## src/rtl/sstf_pkg.sv

```systemverilog
package sstf_pkg;

  localparam int TRACK_W         = 16;
  localparam int SUM_W           = 22;
  localparam int COUNT_W         = 7;
  localparam int DEF_MAX_PENDING = 64;
  localparam int DEF_TRACK_BITS  = 16;

  localparam logic [SUM_W-1:0] TOTAL_MAX = {SUM_W{1'b1}};

  // commands broadcast from the sequencer to every cell
  typedef struct packed {
    logic load;
    logic serve;
    logic clear;
  } cell_cmd_t;

  typedef enum logic [1:0] {
    ST_IDLE,
    ST_LAUNCH,
    ST_SCAN,
    ST_RESULT
  } state_t;

endpackage

```

## src/rtl/sstf_cell.sv

```systemverilog
module sstf_cell import sstf_pkg::*; #(
  parameter int TRACK_BITS = DEF_TRACK_BITS,
  parameter int IDX_W      = 6,
  parameter int CELL_IDX   = 0
) (
  input  logic                  clk,
  input  logic                  rst,
  input  cell_cmd_t             cmd,
  input  logic [IDX_W-1:0]      cmd_idx,
  input  logic [TRACK_BITS-1:0] load_track,
  input  logic [TRACK_BITS-1:0] head,
  input  logic                  in_vld,
  input  logic                  in_found,
  input  logic [TRACK_BITS-1:0] in_d,
  input  logic [IDX_W-1:0]      in_idx,
  input  logic [TRACK_BITS-1:0] in_trk,
  output logic                  out_vld,
  output logic                  out_found,
  output logic [TRACK_BITS-1:0] out_d,
  output logic [IDX_W-1:0]      out_idx,
  output logic [TRACK_BITS-1:0] out_trk
);

  localparam logic [IDX_W-1:0] MY_IDX = IDX_W'(CELL_IDX);

  logic [TRACK_BITS-1:0] trk;
  logic                  stored;
  logic                  served;
  logic                  hit;
  logic [TRACK_BITS-1:0] d;
  logic                  take;

  assign hit = (cmd_idx == MY_IDX);
  assign d   = (trk >= head) ? (trk - head) : (head - trk);
  // strict compare keeps the earlier cell on a tie
  assign take = in_vld && stored && !served && (!in_found || (d < in_d));

  always_ff @(posedge clk) begin
    if (rst) begin
      stored <= 1'b0;
      served <= 1'b0;
    end else if (cmd.clear) begin
      stored <= 1'b0;
      served <= 1'b0;
    end else begin
      if (cmd.load && hit) begin
        stored <= 1'b1;
      end
      if (cmd.serve && hit) begin
        served <= 1'b1;
      end
    end
  end

  always_ff @(posedge clk) begin
    if (cmd.load && hit) begin
      trk <= load_track;
    end
  end

  always_ff @(posedge clk) begin
    if (rst) begin
      out_vld <= 1'b0;
    end else begin
      out_vld <= in_vld;
    end
  end

  always_ff @(posedge clk) begin
    out_found <= in_found || take;
    if (take) begin
      out_d   <= d;
      out_idx <= MY_IDX;
      out_trk <= trk;
    end else begin
      out_d   <= in_d;
      out_idx <= in_idx;
      out_trk <= in_trk;
    end
  end

endmodule

```

## config.mk

```make
export PLATFORM = sky130hd
export DESIGN_NAME = sstf_cell
export DESIGN_NICKNAME = d
export VERILOG_FILES = /design/src/rtl/sstf_pkg.sv /design/src/rtl/sstf_cell.sv
export SDC_FILE = /design/constraint.sdc
export NUM_CORES = 1
export LEC_CHECK = 0
export BUFFER_PORTS_ARGS = -buffer_cell sky130_fd_sc_hd__buf_2
export CORE_MARGIN = 5
export CORE_UTILIZATION = 48
export CTS_BUF_LIST = sky130_fd_sc_hd__clkbuf_4 sky130_fd_sc_hd__clkbuf_8
export CTS_CLUSTER_SIZE = 14
export DETAILED_ROUTE_END_ITERATION = 7
export PLACE_DENSITY = 0.87
export SLEW_MARGIN = 30
export SYNTH_ARGS = -nofsm -noshare
export SYNTH_HDL_FRONTEND = slang
export SYNTH_SLANG_ARGS = --single-unit
```

## constraint.sdc

```tcl
create_clock -name clk -period 4.8 [get_ports clk]
set_clock_uncertainty 0.1 [all_clocks]
set_input_delay 0.96 -clock clk [delete_from_list [all_inputs] [get_ports clk]]
set_output_delay 0.96 -clock clk [all_outputs]
set_load 0.05 [all_outputs]
```

==> results of run 1 <==
## routing by layer
metal  vias to the layer above  wire length (um)  track usage (%)
met1                      1759              4850             27.8
li1                       1875                 -                -
met4                         0               179             6.84
met3                        17               550             4.38
met5                         -                 0                0
met2                       100              5630             38.8
## metrics by stage
stage / util, % / hold slack [ns] / cell area (um^2) / total power (uW)
4_1_cts: 63.7 / 0.395 / 5150 / 1390
3_3_place_gp: 61.0 / 0.375 / 4940 / 880
3_5_place_dp: 61.0 / 0.378 / 4940 / 894
6_report: 64.1 / 0.395 / 5190 / 1390
2_1_floorplan: - / 0.338 / 3920 / 767
5_1_grt: 64.1 / 0.412 / 5190 / 1460
## cell families after synthesis
kind of cell	after synthesis	share of synthesized area, %
AOI/OAI and AO/OA	122	20.8
and+or+nand+nor	105	13.1
buffers and inverters	69	7.35
DFF	58	33.8
adders and majority gates	48	15.7
muxes	23	6.36
xor gates and xnor gates	13	2.91
## final timing paths
kind	cells after the start	slack (ns)	end	start
worst max-delay path	19	0.18	out_d[8]$_DFF_P_	head[0]
worst min-delay path	1	0.39	out_found$_DFF_P_	served$_SDFFE_PP0P_
worst max register to register	19	0.42	out_d[8]$_DFF_P_	trk[0]$_DFFE_PP_
worst min register to register	1	0.39	out_found$_DFF_P_	served$_SDFFE_PP0P_
## final cells by class
| cell class | count | area (um^2) |
|---|---|---|
| Tap cell | 105 | 131 |
| Clock inverter | 2 | 35.0 |
| Clock buffer | 14 | 180 |
| Timing Repair Buffer | 171 | 991 |
| Inverter | 53 | 199 |
| Multi-Input combinational cell | 311 | 2330 |
| Sequential cell | 58 | 1320 |
| Fill cell | 718 | 2900 |
## power groups by stage
stage                     Clock [uW]  Sequential, uW  Combinational [uW]
after detailed placement           0             537                 357
final                            497             526                 368
after floorplan                    0             601                 166
after CTS                        505             526                 359
after global placement             0             536                 344
after global routing             530             527                 401
## cells in the mapped netlist, types with 2 or more instances
library cell and number:
a211o_1 4, a211oi_1 3, a21o_1 16, a21oi_1 25, a221oi_1 2, a22oi_1 2
a31oi_1 4, and2_1 8, and3_1 5, and4_1 2, buf_2 8, buf_4 3
clkbuf_1 3, dfxtp_1 42, edfxtp_1 16, fa_1 2, ha_1 46, inv_1 53
mux2_2 11, mux2i_1 11, nand2_1 37, nand2b_1 4, nand3_1 6, nand4_1 3
nor2_1 19, nor2b_1 4, nor3_1 9, o211ai_1 6, o21a_1 4, o21ai_0 34
o21bai_1 3, or3_1 2, or4_1 2, xnor2_1 7, xor2_1 6
## sequential cells by signal, summed over array words and instances (netlist names)
name       cells
out_d         16
out_trk       16
out_vld        1
trk           16
stored         1
served         1
out_idx        6
out_found      1
## cell usage in the layout (no fill, tap or decap), types with 8 or more instances in the layout
master    count
buf_2       122
inv_1        53
buf_4        48
ha_1         46
dfxtp_1      42
nand2_1      37
o21ai_0      31
a21oi_1      25
nor2_1       19
a21o_1       16
edfxtp_1     16
clkbuf_8     12
mux2i_1      11
mux2_2       11
nor3_1        8
and2_1        8
## critical path, cell delays in order
cell and delay [ns]:
buf_2 0.09, ha_1 0.16, inv_1 0.06, fa_1 0.38, a21o_1 0.20, a21oi_1 0.20, a211o_1 0.22, buf_4 0.14
a31oi_1 0.08, a32o_1 0.27, xnor2_2 0.18, ha_1 0.27, a21o_1 0.18, a21o_1 0.16, a21o_1 0.17, a211o_1 0.35
a21oi_4 0.17, buf_12 0.18, mux2_2 0.34
## repair_timing
item | 4_1_cts | 5_1_grt
resized for setup | 0 | 8
hold buffers | 0 | 0
buffers inserted | 0 | 1
endpoints found under the setup margin | 0 | 38
==> flow_summary.json, run 1 <==
{
  "status": "finished clean",
  "yosysTopAreaCellShare_pct": 21.5,
  "num_antenna_cells": 0,
  "grtUsageTotal_pct": 22.3,
  "h-tree-depth": 3,
  "ys_types": 61,
  "grt_pass1_vias": 3781,
  "hp-class": "reg -> reg",
  "clkPwrFrac_pct": 35.7,
  "preCtsSetupSlack_ns": -0.390,
  "cts.sinks": 58,
  "place_congestion": 0.966,
  "cts.clk_slew.worst_paths_ns": 0.07,
  "die_x_um": 100,
  "cts_tree": "yes",
  "syn-cell-area_um2": 3910,
  "yosysWarnings": 0,
  "worst_slew_pin_slew_ns": 0.881,
  "clock_path_buffers": 2,
  "pwr-share-comb_pct": 26.5,
  "ant_nets": 0,
  "clock_latency_ns": 0.35,
  "vdd_drop_max_uv": 162,
  "drc": 0,
  "vias": 3751,
  "io_buffer_count": 122,
  "core-area_um2": 8090,
  "dpl.hpwl_mm": 9.15,
  "hold_viol": 0,
  "powerDensity_nw_per_um2": 268,
  "seq_area_frac_synth_pct": 33.8,
  "startpoint_type": "input port",
  "syn_to_final_growth_pct": 32.6,
  "slew_violations": 0,
  "cp.arrival_ns": 4.75,
  "clockRootBuffer": "clkbuf_8",
  "wirelength_mm": 11.2,
  "worstSetupPathType": "in -> reg",
  "placedCellCount": 697,
  "design.die.area_um2": 10100,
  "period_share_pct": 96.2,
  "ys_seq_elements": 58,
  "setup_ws_ns": 0.185,
  "drt_iter0_drc": 144,
  "synthTopCellsByArea": "dfxtp_1, ha_1, edfxtp_1",
  "drive_gt1_share_pct": 34.5,
  "p_int_uw": 965,
  "synth_edf_count": 16,
  "viasPerCell": 5.25,
  "syn-mean-instance-area_um2": 8.94,
  "synth.net_count": 569,
  "max_freq_mhz": 217,
  "total_leakage_power_uw": 0.00267,
  "io_pins": 123,
  "synth_ff_type": "dfxtp_1",
  "wl_per_cell_um": 15.7,
  "drv_cap": 0,
  "max-slew-margin-rel_pct": 41.3,
  "grt_overflow": 0,
  "netlist_instances": 438,
  "min_period_ns": 4.62,
  "dieHeight_um": 100,
  "grt_max_degree": 22,
  "rows": 33,
  "switching_power_uw": 425,
  "grt_pass1_wl_mm": 17.9,
  "fin_nets": 735,
  "start_util_pct": 48.4,
  "numCtsBuffers": 9,
  "setup_violations": 0,
  "cp_max_fo": 18,
  "switching_share_pct": 30.6,
  "first_pass_iters": 4,
  "final_cell_count_no_fill": 714,
  "worstSetupEndpointType": "flip-flop",
  "crit_required_ns": 4.94,
  "antenna_found_initial": 0,
  "fin_setup_tns_ns": 0,
  "p_seq_share_pct": 37.8,
  "yosysTopAreaCell": "dfxtp_1",
  "async_reset_ff_share_pct": 0
}
Note: power is estimated with default switching activity, not from simulation.
==> inputs of run 2 (changes only) <==
--- a/config.mk
+++ b/config.mk
@@ -6,13 +6,12 @@
 export NUM_CORES = 1
 export LEC_CHECK = 0
 export BUFFER_PORTS_ARGS = -buffer_cell sky130_fd_sc_hd__buf_2
-export CORE_MARGIN = 5
+export CORE_MARGIN = 4
 export CORE_UTILIZATION = 48
 export CTS_BUF_LIST = sky130_fd_sc_hd__clkbuf_4 sky130_fd_sc_hd__clkbuf_8
 export CTS_CLUSTER_SIZE = 14
 export DETAILED_ROUTE_END_ITERATION = 7
 export PLACE_DENSITY = 0.87
-export SLEW_MARGIN = 30
 export SYNTH_ARGS = -nofsm -noshare
 export SYNTH_HDL_FRONTEND = slang
 export SYNTH_SLANG_ARGS = --single-unit
==> run 2 against run 1 <==
Wire length rose by 13%. Worst hold slack got worse by 0.0015 ns. Flip-flop and latch count did not move. Maximum frequency down 1.6%. Utilization increased by 12 points. Power grew 10%. Final area grew 15%. Largest cell class unchanged.
==> flow_summary.json, run 2 (same netlist as run 1, synthesis figures left out) <==
{
  "status": "finished clean",
  "worstSetupEndpointType": "flip-flop",
  "drive_gt1_share_pct": 45.9,
  "num_antenna_cells": 0,
  "grt_pass1_wl_mm": 19.6,
  "setup_violations": 0,
  "h-tree-depth": 3,
  "slew_violations": 0,
  "dieHeight_um": 98.3,
  "cts.sinks": 58,
  "p_total_uw": 1540,
  "period_share_pct": 97.7,
  "start_util_pct": 50.1,
  "cts.clk_slew.worst_paths_ns": 0.07,
  "drc": 0,
  "clockRootBuffer": "clkbuf_8",
  "die_x_um": 98.3,
  "final_cell_mix": "buf_2, buf_4, inv_1",
  "final_common_cell": "buf_2",
  "wl_per_cell_um": 16.4,
  "powerDensity_nw_per_um2": 258,
  "total_leakage_power_uw": 0.00301,
  "placedCellCount": 740,
  "vdd_drop_max_uv": 219,
  "wirelength_mm": 12.7,
  "drv_cap": 0,
  "cp_max_fo": 7,
  "min_period_ns": 4.69,
  "grt_max_degree": 29,
  "min_delay_path_depth": 2,
  "max_freq_mhz": 213,
  "cp.arrival_ns": 4.86,
  "antenna_found_initial": 0,
  "place_congestion": 0.982,
  "whs_ns": 0.393,
  "path_delay_family": "compound AO/OA/AOI/OAI gates",
  "worst_slew_pin_slew_ns": 0.916,
  "reg_top3": "out_d x16, out_trk x16, trk x16",
  "max-slew-margin-rel_pct": 38.9,
  "worst-r2r-cell-count": 21,
  "path_buf_inv": 5,
  "numCtsBuffers": 9,
  "dpl.hpwl_mm": 9.85,
  "io_buffer_count": 122,
  "first_pass_iters": 7,
  "design.die.area_um2": 9660,
  "syn_to_final_growth_pct": 52.4,
  "cts_tree": "yes",
  "grtUsageTotal_pct": 25.1,
  "crit_chain": "buf_4 -> ha_4 -> inv_2 -> fa_2 -> a21o_1 -> a21oi_2 -> a211o_1 -> and3_4 -> buf_12 -> mux2i_2 -> xor2_1 -> ha_1 -> nand4_1 -> and3_1 -> o21a_1 -> o21ai_2 -> buf_4 -> a21o_1 -> buf_12 -> or4_4 -> o211ai_1",
  "final_cell_count_no_fill": 771,
  "drt_iter0_drc": 258,
  "hp-class": "reg -> reg",
  "grt_overflow": 0,
  "worstSetupPathType": "in -> reg",
  "vias": 4087,
  "grt_pass1_vias": 4126,
  "core-area_um2": 7810,
  "rows": 32,
  "fin_nets": 795,
  "clock_latency_ns": 0.35,
  "cp.depth": 21,
  "crit_required_ns": 4.97,
  "ant_nets": 0,
  "startpoint_type": "input port",
  "viasPerCell": 5.30,
  "io_pins": 123,
  "cp_slowest_stage_delay_ns": 0.40,
  "critPathSlowestCell": "or4_4",
  "hold_viol": 0,
  "clock_path_buffers": 2
}
[run 2: changes by cell type in the layout (fill, tap and decap cells not counted), moves of 4 or more]
cell     previous run  this run
o21ai_0            31        27
ha_1               46        36
ha_4                0         9
buf_4              48       104
mux2i_2             0         5
a21oi_2             1         6
a21oi_1            25        20
mux2i_1            11         5
[run 2: stage by stage]
stage | TNS, ns | setup WS (ns) | area (um^2) | utilization (%)
after detailed placement | -9.28 | -0.384 | 5290 | 67.8
final | 0 | 0.110 | 5960 | 76.4
after floorplan | 0 | 0.0377 | 3920 | -
after global placement | -4.47 | -0.249 | 5290 | 67.8
after global routing | -0.0691 | -0.0567 | 5960 | 76.4
after CTS | 0 | 0.0200 | 5570 | 71.3
[run 2: worst paths after layout]
kind                                     startpoint             endpoint  slack (ns)
worst max-delay path                        head[0]    out_d[11]$_DFF_P_        0.11
worst min-delay path            stored$_SDFFE_PP0P_  stored$_SDFFE_PP0P_        0.39
worst max register to register     trk[0]$_DFFE_PP_    out_d[11]$_DFF_P_        0.25
worst min register to register  stored$_SDFFE_PP0P_  stored$_SDFFE_PP0P_        0.39
[run 2: worst min-delay path, delay by kind of cell, from the launching register on]
family	cells	cell delay, ns
AND/OR/NAND/NOR	2	0.15
flip-flops	1	0.31
[run 2: area by class of cell]
type	count	area [um^2]
multi-input combinational	311	2600
sequential	58	1320
clock buffer	9	124
tap	102	128
clock inverter	7	116
timing repair buffer	231	1480
fill	552	1840
inverter	53	199
[run 2: report_power, final]
| group | internal, uW | switching [uW] |
|---|---|---|
| Clock | 345 | 220 |
| Combinational | 203 | 243 |
| Sequential | 521 | 4.96 |
| Total | 1070 | 468 |
[run 2: routing by layer]
layer	GRT usage (%)	routed length, um
met3	6.07	1140
met2	40.8	6010
met1	32.5	5320
met4	8.61	204
met5	0	0
[run 2: timing repair]
| action | CTS | global route |
|---|---|---|
| pin swaps | 1 | 29 |
| setup endpoints to repair | 13 | 37 |
| resized for setup | 5 | 57 |
| buffers inserted | 2 | 13 |
| hold buffers | 0 | 0 |
| hold endpoints to repair | 0 | 0 |
==> inputs of run 3 (changes only) <==
--- a/config.mk
+++ b/config.mk
@@ -6,6 +6,7 @@
 export NUM_CORES = 1
 export LEC_CHECK = 0
 export BUFFER_PORTS_ARGS = -buffer_cell sky130_fd_sc_hd__buf_2
+export CORE_ASPECT_RATIO = 1.2
 export CORE_MARGIN = 4
 export CORE_UTILIZATION = 48
 export CTS_BUF_LIST = sky130_fd_sc_hd__clkbuf_4 sky130_fd_sc_hd__clkbuf_8
==> run 3 against run 2 <==
Setup slack got worse by 0.0058 ns. Via count decreased by 4.0%. Critical path depth is 1 lower. Power fell by 11%. Cell count decreased by 6.4%. Sequential share of layout area rose by 2.4 points. Non-clock buffer count is 39 lower. Highest routed layer unchanged. First-iteration DRC count shrank 13%. Register-to-register slack improved by 0.12 ns. Global-route usage down 2.2 points. Final area down 9.8%. Wire length down 11%.
==> flow_summary.json, run 3 (same netlist as run 1, synthesis figures left out) <==
{
  "fin_setup_tns_ns": 0,
  "io_pins": 123,
  "hp-class": "reg -> reg",
  "hold_viol": 0,
  "design.die.area_um2": 9670,
  "grt_max_degree": 22,
  "cp_max_fo": 19,
  "drive_gt1_share_pct": 38.1,
  "numCtsBuffers": 9,
  "startpoint_type": "input port",
  "fin_area_um2": 5380,
  "regToRegStartpoint": "trk[0]$_DFFE_PP_",
  "viasPerCell": 5.43,
  "num_antenna_cells": 0,
  "cts.sinks": 58,
  "clock_path_buffers": 2,
  "antenna_found_initial": 0,
  "period_share_pct": 97.8,
  "core-area_um2": 7790,
  "h-tree-depth": 3,
  "powerDensity_nw_per_um2": 253,
  "cp.arrival_ns": 4.81,
  "dieHeight_um": 107,
  "preCtsSetupSlack_ns": -0.363,
  "drv_cap": 0,
  "die_x_um": 90.4,
  "vias": 3922,
  "cts_tree": "yes",
  "max-slew-margin-rel_pct": 43.2,
  "setup_ws_ns": 0.105,
  "r2r-end": "out_d[9]$_DFF_P_",
  "dpl.hpwl_mm": 9.08,
  "min_period_ns": 4.70,
  "wirelength_mm": 11.3,
  "wl_per_cell_um": 15.7,
  "drt_iter0_drc": 225,
  "cts.clk_slew.worst_paths_ns": 0.08,
  "grt_overflow": 0,
  "vdd_drop_max_uv": 167,
  "rows": 35,
  "worst_slew_pin_slew_ns": 0.852,
  "max_freq_mhz": 213,
  "total_leakage_power_uw": 0.00278,
  "drc": 0,
  "crit_required_ns": 4.92,
  "setup_violations": 0,
  "status": "finished clean",
  "rrSetupSlack_ns": 0.37,
  "dpl_cell_area_um2": 5090,
  "min_to": "out_found$_DFF_P_",
  "syn_to_final_growth_pct": 37.4,
  "slew_violations": 0,
  "start_util_pct": 50.2,
  "grt_pass1_vias": 4004,
  "clockRootBuffer": "clkbuf_8",
  "reg_top3": "out_d x16, out_trk x16, trk x16",
  "clock_latency_ns": 0.35,
  "final_cell_mix": "buf_2, buf_4, inv_1",
  "fin_nets": 756,
  "grtUsageTotal_pct": 22.8,
  "ant_nets": 0,
  "grt_pass1_wl_mm": 17.9,
  "worst-r2r-cell-count": 19,
  "place_congestion": 0.937,
  "worstSetupEndpointType": "flip-flop",
  "min_delay_path_depth": 1,
  "first_pass_iters": 5,
  "io_buffer_count": 122,
  "hp-start": "served$_SDFFE_PP0P_",
  "worstSetupPathType": "in -> reg",
  "final_common_cell": "buf_2"
}
run 3: metal layers:
metal  GRT usage (%)  share of wire [%]  vias up
met5               0                  0        -
met4            7.22                1.3        0
met3            4.49                5.2       16
met2            42.6                 53      143
met1            26.1                 40     1843
li1                -                  -     1920
run 3: through the flow:
stage	instances	total power, uW	utilization (%)	hold slack [ns]
final	722	1360	69.0	0.406
after global routing	722	1430	69.0	0.425
after CTS	720	1350	67.7	0.400
after detailed placement	704	904	65.2	0.383
after global placement	704	892	65.2	0.374
after floorplan	438	767	-	0.338
run 3: report_power, final:
group	internal [uW]	total (uW)	switching, uW
Sequential	521	525	4.10
Clock	238	451	213
Combinational	164	387	223
Total	923	1360	440
run 3: area by class of cell:
class	count	area [um^2]
repair buffers	192	1160
flip-flops and latches	58	1320
inverters	53	199
well taps	92	115
fillers	636	2420
multi-input cells	311	2390
clock buffers	9	124
clock inverters	7	67.6
run 3: critical path: stages:
cell and delay (ns):
buf_2 0.13, inv_1 0.06, ha_1 0.15, inv_1 0.06
fa_1 0.39, a21o_1 0.21, a221oi_2 0.35, o21ai_2 0.14
a221oi_2 0.29, mux2i_1 0.14, xor2_1 0.19, ha_1 0.21
a21o_1 0.15, a21o_1 0.17, a21o_1 0.17, a211o_1 0.31
a21o_1 0.22, buf_4 0.21, a2bb2oi_1 0.18, nand3_1 0.10
run 3: worst max path at each step:
| stage | startpoint | to | slack [ns] | depth (start not counted) |
|---|---|---|---|---|
| final | head[0] | out_d[9]$_DFF_P_ | 0.10 | 20 |
| after global routing | head[0] | out_d[9]$_DFF_P_ | -0.1 | 20 |
| after CTS | head[0] | out_d[9]$_DFF_P_ | 0.03 | 20 |
| after detailed placement | head[0] | out_d[9]$_DFF_P_ | -0.36 | 20 |
| after global placement | head[0] | out_d[12]$_DFF_P_ | -0.29 | 19 |
| after floorplan | head[0] | out_d[13]$_DFF_P_ | 0.04 | 18 |
run 3: what timing repair did:
item / in CTS / in global routing
hold buffers: 0 / 0
setup buffers: 0 / 2
cloned: 0 / 0
gates resized for setup: 1 / 18
setup endpoints to repair: 2 / 37
pin swaps: 0 / 10
